File: config.mk
export PLATFORM = sky130hd
export DESIGN_NAME = irc_line_token_tagger
export DESIGN_NICKNAME = d
export VERILOG_FILES = /design/src/design/irclt_pkg.sv /design/src/design/irclt_step.sv /design/src/design/irc_line_token_tagger.sv
export SDC_FILE = /design/constraint.sdc
export NUM_CORES = 1
export LEC_CHECK = 0
export BUFFER_PORTS_ARGS = -buffer_cell sky130_fd_sc_hd__buf_4
export CAP_MARGIN = 40
export CORE_ASPECT_RATIO = 0.9
export CORE_UTILIZATION = 53
export CTS_BUF_LIST = sky130_fd_sc_hd__clkbuf_4
export DETAILED_ROUTE_END_ITERATION = 8
export PLACE_DENSITY_LB_ADDON = 0.12
export SKIP_CTS_REPAIR_TIMING = 1
export SYNTH_ARGS = -nofsm -noshare
export SYNTH_HDL_FRONTEND = slang
export SYNTH_SLANG_ARGS = --single-unit
File: constraint.sdc
create_clock -name aclk -period 2.3 [get_ports aclk]
set_input_delay 0.23 -clock aclk [delete_from_list [all_inputs] [get_ports aclk]]
set_output_delay 0.23 -clock aclk [all_outputs]
set_load 0.02 [all_outputs]
File: src/design/irclt_pkg.sv
// Package for the line token tagger: beat types, phase and role codes,
// and the parameter count limit. No dependencies.
`default_nettype none

package irclt_pkg;

    // Parameter counter limit; clamped so it fits the 6-bit count fields
    localparam int PARAM_COUNT_MAX = 63;
    localparam int CNT_W           = 6;
    localparam logic [CNT_W-1:0] CountLimit =
        CNT_W'((PARAM_COUNT_MAX > 63) ? 63 : PARAM_COUNT_MAX);

    // Character codes
    localparam logic [7:0] CH_COLON = 8'h3A;
    localparam logic [7:0] CH_SPACE = 8'h20;

    // Input mode codes (the fourth code ends the line like MODE_END)
    localparam logic [1:0] MODE_BYTE = 2'd0;
    localparam logic [1:0] MODE_LAST = 2'd1;
    localparam logic [1:0] MODE_END  = 2'd2;

    typedef enum logic [2:0] {
        PH_START   = 3'd0,
        PH_PREFIX  = 3'd1,
        PH_CMDWAIT = 3'd2,
        PH_CMD     = 3'd3,
        PH_GAP     = 3'd4,
        PH_MIDDLE  = 3'd5,
        PH_TRAIL   = 3'd6
    } phase_t;

    typedef enum logic [2:0] {
        ROLE_NONE         = 3'd0,
        ROLE_PREFIX_COLON = 3'd1,
        ROLE_PREFIX_CHAR  = 3'd2,
        ROLE_CMD_CHAR     = 3'd3,
        ROLE_MIDDLE_CHAR  = 3'd4,
        ROLE_TRAIL_COLON  = 3'd5,
        ROLE_TRAIL_CHAR   = 3'd6
    } role_t;

    typedef struct packed {
        logic [1:0] mode;
        logic [7:0] char_in;
    } in_t;

    typedef struct packed {
        logic [2:0]       role;
        logic             token_start;
        logic [CNT_W-1:0] param_index;
        logic             line_done;
        logic             command_present;
        logic [CNT_W-1:0] param_count;
        logic             has_trailing;
        logic             malformed;
    } out_t;

    // Line parse state carried from byte to byte
    typedef struct packed {
        phase_t           phase;
        logic [CNT_W-1:0] param_counter;
        logic             trailing_seen;
        logic             command_seen;
    } state_t;

    localparam state_t StateReset = '{
        phase:         PH_START,
        param_counter: '0,
        trailing_seen: 1'b0,
        command_seen:  1'b0
    };

endpackage : irclt_pkg

`default_nettype wire

File: src/design/irclt_step.sv
// Combinational step of the tagger: classifies one beat against the
// current line state and gives the result and the next state. Uses irclt_pkg.
`default_nettype none

module irclt_step (
    input  irclt_pkg::state_t state_cur,
    input  irclt_pkg::in_t    beat,
    output irclt_pkg::state_t state_nxt,
    output irclt_pkg::out_t   result
);
    import irclt_pkg::*;

    logic             is_colon;
    logic             is_space;
    logic [CNT_W-1:0] cnt_open;
    logic [CNT_W-1:0] idx_open;
    logic [CNT_W-1:0] idx_cur;
    state_t           st;
    role_t            role;
    logic             start;
    logic [CNT_W-1:0] pidx;

    assign is_colon = (beat.char_in == CH_COLON);
    assign is_space = (beat.char_in == CH_SPACE);

    // Counter after opening a parameter, and the index it gives
    assign cnt_open = (state_cur.param_counter < CountLimit) ?
                      state_cur.param_counter + CNT_W'(1) : state_cur.param_counter;
    assign idx_open = (cnt_open == '0) ? '0 : cnt_open - CNT_W'(1);
    assign idx_cur  = (state_cur.param_counter == '0) ? '0 :
                      state_cur.param_counter - CNT_W'(1);

    // Byte classification by phase
    always_comb begin
        st    = state_cur;
        role  = ROLE_NONE;
        start = 1'b0;
        pidx  = '0;
        if (beat.mode[1] == 1'b0) begin
            unique case (state_cur.phase)
                PH_START: begin
                    if (is_colon) begin
                        role     = ROLE_PREFIX_COLON;
                        start    = 1'b1;
                        st.phase = PH_PREFIX;
                    end else if (is_space) begin
                        st.phase = PH_CMDWAIT;
                    end else begin
                        role            = ROLE_CMD_CHAR;
                        start           = 1'b1;
                        st.command_seen = 1'b1;
                        st.phase        = PH_CMD;
                    end
                end
                PH_PREFIX: begin
                    if (is_space) st.phase = PH_CMDWAIT;
                    else          role     = ROLE_PREFIX_CHAR;
                end
                PH_CMDWAIT: begin
                    if (!is_space) begin
                        role            = ROLE_CMD_CHAR;
                        start           = 1'b1;
                        st.command_seen = 1'b1;
                        st.phase        = PH_CMD;
                    end
                end
                PH_CMD: begin
                    if (is_space) st.phase = PH_GAP;
                    else          role     = ROLE_CMD_CHAR;
                end
                PH_GAP: begin
                    if (is_colon) begin
                        st.param_counter = cnt_open;
                        role             = ROLE_TRAIL_COLON;
                        start            = 1'b1;
                        pidx             = idx_open;
                        st.trailing_seen = 1'b1;
                        st.phase         = PH_TRAIL;
                    end else if (!is_space) begin
                        st.param_counter = cnt_open;
                        role             = ROLE_MIDDLE_CHAR;
                        start            = 1'b1;
                        pidx             = idx_open;
                        st.phase         = PH_MIDDLE;
                    end
                end
                PH_MIDDLE: begin
                    if (is_space) begin
                        st.phase = PH_GAP;
                    end else begin
                        role = ROLE_MIDDLE_CHAR;
                        pidx = idx_cur;
                    end
                end
                PH_TRAIL: begin
                    role = ROLE_TRAIL_CHAR;
                    pidx = idx_cur;
                end
                default: begin
                    st = StateReset;
                end
            endcase
        end
    end

    // Line end: summary from the updated state (malformed if still in the prefix), then back to line start
    always_comb begin
        result                 = '0;
        result.role            = role;
        result.token_start     = start;
        result.param_index     = pidx;
        state_nxt              = st;
        if (beat.mode != MODE_BYTE) begin
            result.line_done = 1'b1;
            if (st.phase == PH_PREFIX) begin
                result.malformed = 1'b1;
            end else begin
                result.command_present = st.command_seen;
                result.param_count     = st.param_counter;
                result.has_trailing    = st.trailing_seen;
            end
            state_nxt = StateReset;
        end
    end

endmodule : irclt_step

`default_nettype wire

File: src/design/irc_line_token_tagger.sv
// Top level of the line token tagger: input register, line state register,
// result register and handshakes. Uses irclt_pkg and irclt_step.
`default_nettype none

// Tags each byte of a CR LF stripped line with its role (prefix, command,
// middle parameter, trailing) and, on the beat that ends the line, reports
// the line summary. The block takes one byte per clock while the output is
// not held by m_ready: a beat is captured in the input register, classified
// combinationally against the line state, and lands in the result register.
// The state register is updated on the same edge as the result register.
// While a result waits in the output register, one more input beat is taken
// only if the input register is empty.
module irc_line_token_tagger (
    input  wire              aclk,
    input  wire              aresetn,
    input  wire              s_valid,
    output logic             s_ready,
    input  irclt_pkg::in_t   s_data,
    output logic             m_valid,
    input  wire              m_ready,
    output irclt_pkg::out_t  m_data
);
    import irclt_pkg::*;

    in_t    in_reg;
    logic   in_valid_reg;
    logic   in_valid_next;
    out_t   out_reg;
    logic   out_valid_reg;
    logic   out_valid_next;
    state_t state_reg;
    state_t state_next;
    out_t   result;
    logic   advance;
    logic   s_fire;

    // Move the held beat into the result register when that slot frees up
    assign advance = in_valid_reg && (!out_valid_reg || m_ready);
    assign s_ready = !in_valid_reg || advance;
    assign s_fire  = s_valid && s_ready;

    assign in_valid_next  = s_fire || (in_valid_reg && !advance);
    assign out_valid_next = advance || (out_valid_reg && !m_ready);

    irclt_step u_step (
        .state_cur (state_reg),
        .beat      (in_reg),
        .state_nxt (state_next),
        .result    (result)
    );

    // Control registers
    always_ff @(posedge aclk) begin
        if (!aresetn) begin
            in_valid_reg  <= 1'b0;
            out_valid_reg <= 1'b0;
            state_reg     <= StateReset;
        end else begin
            in_valid_reg  <= in_valid_next;
            out_valid_reg <= out_valid_next;
            if (advance) state_reg <= state_next;
        end
    end

    // Payload registers
    always_ff @(posedge aclk) begin
        if (s_fire)  in_reg  <= s_data;
        if (advance) out_reg <= result;
    end

    assign m_valid = out_valid_reg;
    assign m_data  = out_reg;

`ifndef ASSERT_OFF
    // A line end always returns the parser to line start
    a_line_end_resets: assert property (@(posedge aclk) disable iff (!aresetn)
        (advance && in_reg.mode != MODE_BYTE) |=>
            (state_reg.phase == PH_START && state_reg.param_counter == '0
             && !state_reg.trailing_seen && !state_reg.command_seen))
        else $error("state not cleared after line end");

    // Parameter counter saturates at the limit
    a_count_limit: assert property (@(posedge aclk) disable iff (!aresetn)
        state_reg.param_counter <= CountLimit)
        else $error("parameter counter beyond limit");

    // Summary fields are zero on beats that do not end the line
    a_summary_zero: assert property (@(posedge aclk) disable iff (!aresetn)
        (m_valid && !m_data.line_done) |->
            (!m_data.command_present && m_data.param_count == '0
             && !m_data.has_trailing && !m_data.malformed))
        else $error("summary fields set mid-line");

    // An unterminated prefix reports an empty message
    a_malformed_empty: assert property (@(posedge aclk) disable iff (!aresetn)
        (m_valid && m_data.malformed) |->
            (!m_data.command_present && m_data.param_count == '0
             && !m_data.has_trailing))
        else $error("malformed line carries message fields");

    // Token starts only on token-opening roles
    a_start_roles: assert property (@(posedge aclk) disable iff (!aresetn)
        (m_valid && m_data.token_start) |->
            (m_data.role == ROLE_PREFIX_COLON || m_data.role == ROLE_CMD_CHAR
             || m_data.role == ROLE_MIDDLE_CHAR || m_data.role == ROLE_TRAIL_COLON))
        else $error("token start on wrong role");
`endif

endmodule : irc_line_token_tagger

`default_nettype wire
# --- After elaboration in Yosys (flattened, before gate mapping) ---
# Index checks and enable logic that the tools add are counted.
totals:
  register_bits: 43
classes:
  order_cmp: 1
  mux: 34
  bitwise: 1
  eq_ne: 9
  n_reduce_logical: 22
  n_addsub: 3
op_table:
  columns: ["op", "count"]
  rows:
  - ["2-to-1 mux 6 bit", 6]
  - ["one-hot mux 3 bit (6 select lines)", 2]
  - ["2-to-1 mux 11 bit", 2]
  - ["2-to-1 mux 3 bit", 6]
  - ["2-to-1 mux 9 bit", 2]
  - ["one-hot mux 6 bit (3 select lines)", 1]
  - ["== test 8 x 6 -> 1 bit, second input constant", 2]
  - ["one-hot mux 7 bit (2 select lines)", 1]
  - ["zero test 6 bit", 2]
  - ["subtractor 6 x 1 -> 6 bit, second input constant", 2]
  - ["2-to-1 mux 10 bit", 1]
  - ["== test 3 bit, second input constant", 3]
  - ["2-to-1 mux 8 bit", 1]
  - ["OR reduction 2 bit", 4]
  - ["2-to-1 mux 1 bit", 7]
  - ["adder 6 x 1 -> 6 bit, second input constant", 1]
  - ["== test 3 x 1 -> 1 bit, second input constant", 2]
  - ["== test 3 x 2 -> 1 bit, second input constant", 2]
  - ["< comparator 6 bit, second input constant", 1]
  - ["2-to-1 mux 2 bit", 3]
  - ["OR reduction 6 bit", 1]
  - ["OR reduction 5 bit", 1]
  - ["logical AND 1 bit", 4]
  - ["zero test 1 bit", 4]
  - ["6 further kinds", 9]

# --- Longest topological paths before layout ---
# Gate-level depths: netlist of the first run.
logic_depth:
  ltp_word: 9
  mapped_depth: 11
  mapped_depth_nobuf: 10

# --- Hierarchy ---
# A second synthesis of the first run with hierarchy kept.
hier_totals:
  hier_cells: 287
  area_unflattened_um2: 2682.6
by_module_without_submodules:
  columns: ["mod", "area_each_um2", "seq_area_each_um2", "instances", "cells_per_inst"]
  rows:
  - ["irc_line_token_tagger", 1440.1, 1161.1, 1, 86]
  - ["irclt_step", 1242.4, 0.0, 1, 201]

# --- Worst setup path after synthesis of the first run ---
# No wires, ideal clock.
synth_path:
  kind: "register to register"
  startpoint: "reg state_reg[2] (netlist name)"
  endpoint: "reg out_reg, in the netlist m_data[14], data pin"
  stages_incl_launch_ff: 12
  arrival_time_ns: 2.290
  slack_ns: -0.119
  required_time_ns: 2.171
  setup_ns: 0.129
  cell_sequence: "dfxtp_1 -> ha_1 -> and4_1 -> clkbuf_1 -> and2_1 -> nor2_1 -> or2_2 -> ha_1 -> and3_1 -> a21o_1 -> nor4bb_1 -> a211o_1"
synth_between:
  elab_chain_cells: 7
  elab_cells_between_ends: 13
  cone_classes: "3 x add/sub; 1 x order compare; 7 x mux; 2 x reduce/logical"
synth_rtl:
  columns: ["element", "line", "rtl"]
  rows:
  - ["from (decl)", "irc_line_token_tagger.sv:31", "state_t state_reg;"]
  - ["from (signal assigned)", "irc_line_token_tagger.sv:57", "state_reg <= StateReset;"]
  - ["from (signal assigned)", "irc_line_token_tagger.sv:61", "if (advance) state_reg <= state_next;"]
  - ["adder 6 x 1 -> 6 bit / < comparator 6 bit (equally long branches)", "irclt_step.sv:28, irclt_step.sv:27", null]
  - ["2-to-1 mux 6 bit", "irclt_step.sv:27", "assign cnt_open = (state_cur.param_counter < CountLimit) ?"]
  - ["subtractor 6 x 1 -> 6 bit / zero test 6 bit (equally long branches)", "irclt_step.sv:29", "assign idx_open = (cnt_open == '0) ? '0 : cnt_open - CNT_W'(1);"]
  - ["2-to-1 mux 6 bit", "irclt_step.sv:29", null]
  - ["2-to-1 mux 6 bit", "irclt_step.sv:79", "end else if (!is_space) begin"]
  - ["2-to-1 mux 6 bit", "irclt_step.sv:72", "if (is_colon) begin"]
  - ["one-hot mux 6 bit (3 select lines) *", "irclt_step.sv:40", "unique case (state_cur.phase)"]
  - ["to (signal assigned)", "irc_line_token_tagger.sv:68", "if (advance) out_reg <= result;"]
  - ["to (decl)", "irc_line_token_tagger.sv:28", "out_t out_reg;"]
# Every way passes the cells marked *; elsewhere a longest branch is shown, timed or not.
# A chain may end at the register's enable or synchronous reset.

# --- Worst setup path after layout of the first run ---
layout_path:
  startpoint: "reg in_reg[7] (netlist name)"
  endpoint: "reg out_reg, in the netlist m_data[2], data pin"
layout_between:
  elab_chain_cells: 7
  elab_cells_between_ends: 14
  cone_classes: "3 x eq/ne; 10 x mux; 1 x reduce/logical"
layout_rtl:
  columns: ["element", "line", "rtl"]
  rows:
  - ["from (decl)", "irc_line_token_tagger.sv:25", "in_t in_reg;"]
  - ["from (signal assigned)", "irc_line_token_tagger.sv:67", "if (s_fire) in_reg <= s_data;"]
  - ["== test 8 x 6 -> 1 bit", "irclt_step.sv:24", "assign is_space = (beat.char_in == CH_SPACE);"]
  - ["2-to-1 mux 9 bit / 2-to-1 mux 1 bit (equally long branches)", "irclt_step.sv:79, irclt_step.sv:46", null]
  - ["2-to-1 mux 9 bit / 2-to-1 mux 2 bit (equally long branches)", "irclt_step.sv:72, irclt_step.sv:42", null]
  - ["one-hot mux 3 bit (6 select lines)", "irclt_step.sv:40", null]
  - ["2-to-1 mux 11 bit *", "irclt_step.sv:39", "if (beat.mode[1] == 1'b0) begin"]
  - ["== test 3 x 1 -> 1 bit", "irclt_step.sv:115", "if (st.phase == PH_PREFIX) begin"]
  - ["OR reduction 2 bit (no source line)", null, null]
# Marked as above.

==> results.cfg, run 1 <==
[status]
status = complete, no violations

[min_path]
holdPathStages = 1
holdPathEnd = in_reg[4]$_DFFE_PP_
hold_path.class = input port to flop
hold_start = s_data[4]

[setup_path]
reg2reg_depth = 6
cp_max_fo = 8
cp.required_ns = 2.50
cp.arrival_ns = 2.43
cp-start-kind = flop
r2r_setup_slack_ns = 0.06
r2r_start = in_reg[7]$_DFFE_PP_
rr_endpoint = m_data[2]$_SDFFCE_PP0P_
end_kind = flop
crit_type = flop to flop

[placement]
dp_hpwl_um = 4000
dp_slack_ns = -0.0187
gp_routability_congestion = 0.908
port_buffers = 35
placedCellCount = 349

[final_layout]
num-nets-final = 316
fin_util = 0.714
drive_gt1_frac = 0.304
layout_common_cells = buf_4, edfxtp_1, nor2_1, a21oi_1, nand2_1
area_growth_syn_to_layout_pct = 26.7
num_antenna_cells = 0
layout_commonest_cell = buf_4
largest_register_ffs = 20
fin_cells = 359

[logic_synthesis]
async_flop_share = 0
ys_seq_area_frac = 0.492
synth_cell_types = 51
avgSynthCellArea_sq_um = 9.71
syn_area_sq_um = 2360
ys_warn_count = 0
synth-seq-cells = 43
synth_edf_count = 30
syn_nets = 261
synth_top_area_share = 0.382
synth_area_leaders = edfxtp_1, dfxtp_1, nor2_1, a21oi_1, clkbuf_1
synth_top_cell_by_area = edfxtp_1
syn_inst = 243
yosys_most_used_dff = edfxtp_1

[power_and_ir_drop]
p_switching_w = 0.000326
p_int_w = 0.00105
total_power_w = 0.00137
seqPwrFrac = 0.635
vdd_ir_drop_max_mv = 0.412
switching_share = 0.238
p_clk_frac = 0.260
combinationalPowerShare = 0.105
powerDensity_nw_per_um2 = 459
p_leak_nw = 1.13

[sta]
final_max_slew_viol_count = 0
maxSlewHeadroom = 0.672
setup_ws_ns = 0.0638
skew_ns = 0.00420
period_share = 0.972
post-route-min-period_ns = 2.24
fmax_mhz = 447
setup_violations = 0
worstMarginPinSlew_ns = 0.492
rsz0062_at_grt = yes
whs_ns = 0.0485
hold_violations = 0

[routing]
ant_nets = 0
wl_met3_um = 404
met1_length_um = 2630
wl_met2_um = 2260
routed_wirelength_um = 5390
highest_layer = met4
drt_iter0_markers = 200
drc = 0
drt_pre_antenna_iters = 4
viasPerCell = 5.73
vias = 2057
wl_per_cell_um = 15.0

[die]
start_util = 0.564
die_w_um = 72.3
core.rowCount = 22
io_pins = 36
die_area_sq_um = 4720
die_y_um = 65.3
core_sq_um = 4180

[global_route]
antenna_found_initial = 0
overflow = 0
grt_start_max_net_pins = 22
grtUsageTotal = 0.255
first_global_vias = 1876
grt_pass1_wl_um = 8950

[clocking]
numCtsBuffers = 5
cts_sinks = 43
htree_levels = 2
clkTransAtPathRegs_ns = 0.11
root_buffer = clkbuf_4
clock_path_buffers = 2
cts_tree = yes
worstSkewPairLatency_ns = 0.35

[run]
drv_cap = 0
-- cell usage after synthesis, types with 4 or more instances --
cell type / instances
a22oi_1: 4
dfxtp_1: 13
a21oi_1: 15
a21o_1: 6
xnor2_1: 4
edfxtp_1: 30
ha_1: 4
a22o_1: 4
nand3_1: 11
nand2b_1: 5
nor2_1: 29
or3_1: 6
nor3_1: 8
clkbuf_1: 16
and2_1: 4
o21ai_0: 7
inv_1: 9
nand2_1: 12
-- critical path, cell delays in order, from the launching register on --
cell and delay (ns):
edfxtp_1 0.43, or4b_4 0.57, or4_4 0.51, a2bb2oi_2 0.19, o31ai_4 0.08, buf_4 0.17, a21oi_1 0.14
-- final cells by class --
| cell class | count | area (sq um) |
|---|---|---|
| clock buffers | 6 | 45.0 |
| repair buffers | 65 | 488 |
| clock inverters | 2 | 7.51 |
| flip-flops and latches | 43 | 1160 |
| multi-input cells | 173 | 1170 |
| inverters | 10 | 37.5 |
| well taps | 60 | 75.1 |
| fillers | 346 | 1200 |
-- cells by family after synthesis --
logic type / count (synthesis) / synth area share
xor gates and xnor gates: 6 / 0.0223
buffers and inverters: 27 / 0.0435
adders and majority gates: 4 / 0.0212
DFF: 43 / 0.492
AOI/OAI and AO/OA: 66 / 0.203
muxes: 1 / 0.00424
and+or+nand+nor: 96 / 0.213
-- routing by layer --
metal  vias to the layer above  GRT usage
met3                        12     0.0552
met1                       941      0.372
li1                       1019          -
met4                         0      0.110
met2                        85      0.361
met5                         -          0
-- power groups by stage --
stage          registers, W  clock network, W  logic (W)
5_1_grt            0.000875          0.000398   0.000155
3_5_place_dp       0.000889                 0   0.000138
6_report           0.000872          0.000357   0.000144
3_3_place_gp       0.000888                 0   0.000136
4_1_cts            0.000871          0.000367   0.000138
2_1_floorplan      0.000908                 0  0.0000533
-- stage by stage --
step | TNS [ns] | area [sq um]
3_5_place_dp | -0.0385 | 2850
6_report | 0 | 2990
2_1_floorplan | 0 | 2370
5_1_grt | -0.0199 | 2990
3_3_place_gp | 0 | 2850
4_1_cts | -0.129 | 2900
-- worst max-delay path by stage --
stage / cells after the start / endpoint / startpoint
after floorplan: 11 / m_data[14]$_SDFFCE_PP0P_ / state_reg[3]$_SDFFE_PN0P_
after global routing: 10 / m_data[14]$_SDFFCE_PP0P_ / state_reg[3]$_SDFFE_PN0P_
final: 6 / m_data[2]$_SDFFCE_PP0P_ / in_reg[7]$_DFFE_PP_
after detailed placement: 10 / m_data[10]$_SDFFCE_PP0P_ / state_reg[3]$_SDFFE_PN0P_
after CTS: 10 / m_data[10]$_SDFFCE_PP0P_ / state_reg[3]$_SDFFE_PN0P_
after global placement: 5 / m_data[7]$_SDFFCE_PP0P_ / in_reg[2]$_DFFE_PP_
(Power assumes the default switching activity.)
==> inputs of run 2 (changes only) <==
CORE_MARGIN = 5   (was default)
CORE_UTILIZATION = 59   (was 53)
clock period = 2.8 ns   (was 2.3 ns; I/O delays follow)
==> run 2 against run 1 <==
  * Worst setup slack better by 0.090 ns
  * Critical endpoint is now m_data[14]$_SDFFCE_PP0P_
  * Sequential share of layout area up 3.3 points
  * First-iteration DRC count up 82%
  * Global-route usage down 4.3 points
  * Via count up 4.0%
  * Critical path type unchanged
==> results.cfg, run 2 (synthesized netlist as in run 1, its figures left out) <==
[sta]
worstMarginPinSlew_ns = 0.750
maxSlewHeadroom = 0.493
final_max_slew_viol_count = 0
hold_violations = 0
period_share = 0.945
fmax_mhz = 378
setup_violations = 0
rsz0062_at_grt = no
finalSetupTns_ns = 0
post-route-min-period_ns = 2.65
skew_ns = 0.0141

[min_path]
hold_path.class = input port to flop
holdPathStages = 1

[die]
io_pins = 36
die_area_sq_um = 5360
die_y_um = 70.0
start_util = 0.623
core_sq_um = 3780
core.rowCount = 21
die_w_um = 76.6

[routing]
drc = 0
routed_wirelength_um = 5500
vias = 2139
wl_per_cell_um = 16.9
drt_iter0_markers = 364
ant_nets = 0
drt_pre_antenna_iters = 5
viasPerCell = 6.56

[final_layout]
final_area_sq_um = 2750
num_antenna_cells = 0
n_fill_cell = 295
fin_util = 0.727
fin_cells = 326
num-nets-final = 297
drive_gt1_frac = 0.211
largest_register_ffs = 20
area_growth_syn_to_layout_pct = 16.7
layout_commonest_cell = buf_4
layout_common_cells = buf_4, edfxtp_1, nor2_1, a21oi_1

[setup_path]
cp-start-kind = flop
end_kind = flop
cp_max_fo = 6
reg2reg_depth = 10
crit_type = flop to flop
cp.arrival_ns = 2.89
cp.required_ns = 3.04

[placement]
port_buffers = 35
dp_hpwl_um = 4060
placedCellCount = 318
placed_area_sq_um = 2700
gp_routability_congestion = 0.962

[clocking]
worstSkewPairLatency_ns = 0.36
numCtsBuffers = 5
cts_sinks = 43
root_buffer = clkbuf_4
htree_levels = 2
clkTransAtPathRegs_ns = 0.12
cts_tree = yes
clock_path_buffers = 2

[power_and_ir_drop]
powerDensity_nw_per_um2 = 408
total_power_w = 0.00112
vdd_ir_drop_max_mv = 0.237
p_leak_nw = 1.04

[global_route]
grt_start_max_net_pins = 22
overflow = 0
first_global_vias = 1886
antenna_found_initial = 0
grt_pass1_wl_um = 9180
grtUsageTotal = 0.212

[run]
drv_cap = 0

[status]
status = complete, no violations
[run 2: cell count changes in the layout (fill, tap and decap cells not counted), sizes merged]
| cell | change |
|---|---|
| buf | -19 |
[run 2: routing by layer]
layer	up-vias	wire length, um	part of all wire	track usage
met5	-	0	0	0
met4	0	112	0.020	0.0777
met3	17	700	0.13	0.0591
met2	160	2370	0.43	0.309
met1	981	2320	0.42	0.299
li1	981	-	-	-
[run 2: power breakdown]
group | switching (W) | internal, W | leakage (nW)
registers | 0.0000109 | 0.000705 | 0.389
clock network | 0.000192 | 0.000104 | 0.0331
logic | 0.0000649 | 0.0000462 | 0.618
[run 2: final cells by class]
type / instances / area, sq um / area share
sequential: 43 / 1160 / 0.422
multi-input combinational: 173 / 1090 / 0.398
timing repair buffer: 46 / 345 / 0.126
tap: 46 / 57.6 / 0.0209
clock buffer: 6 / 45.0 / 0.0164
inverter: 10 / 37.5 / 0.0136
clock inverter: 2 / 8.76 / 0.00318
[run 2: metrics by stage]
| stage | worst slack [ns] | hold WS, ns |
|---|---|---|
| final | 0.154 | 0.0964 |
| after global routing | 0.0159 | 0.0692 |
| after CTS | 0.181 | 0.0881 |
| after detailed placement | 0.199 | 0.460 |
| after global placement | 0.375 | 0.458 |
| after floorplan | 0.381 | 0.379 |
[run 2: final timing paths]
check                                               start                        end  slack, ns
worst max-delay path            state_reg[2]$_SDFFE_PN0P_   m_data[14]$_SDFFCE_PP0P_       0.15
worst min-delay path                            s_data[0]        in_reg[0]$_DFFE_PP_        0.1
worst max register to register  state_reg[2]$_SDFFE_PN0P_   m_data[14]$_SDFFCE_PP0P_       0.15
worst min register to register  state_reg[1]$_SDFFE_PN0P_  state_reg[1]$_SDFFE_PN0P_       0.54
[run 2: critical path, stage by stage (launching register included)]
cell and delay (ns):
dfxtp_1 0.35, ha_1 0.19, and4_1 0.32, and2_1 0.21
nor2_1 0.06, or2_2 0.29, ha_1 0.21, and3_1 0.19
a21o_1 0.22, nor4bb_1 0.34, a211o_1 0.15
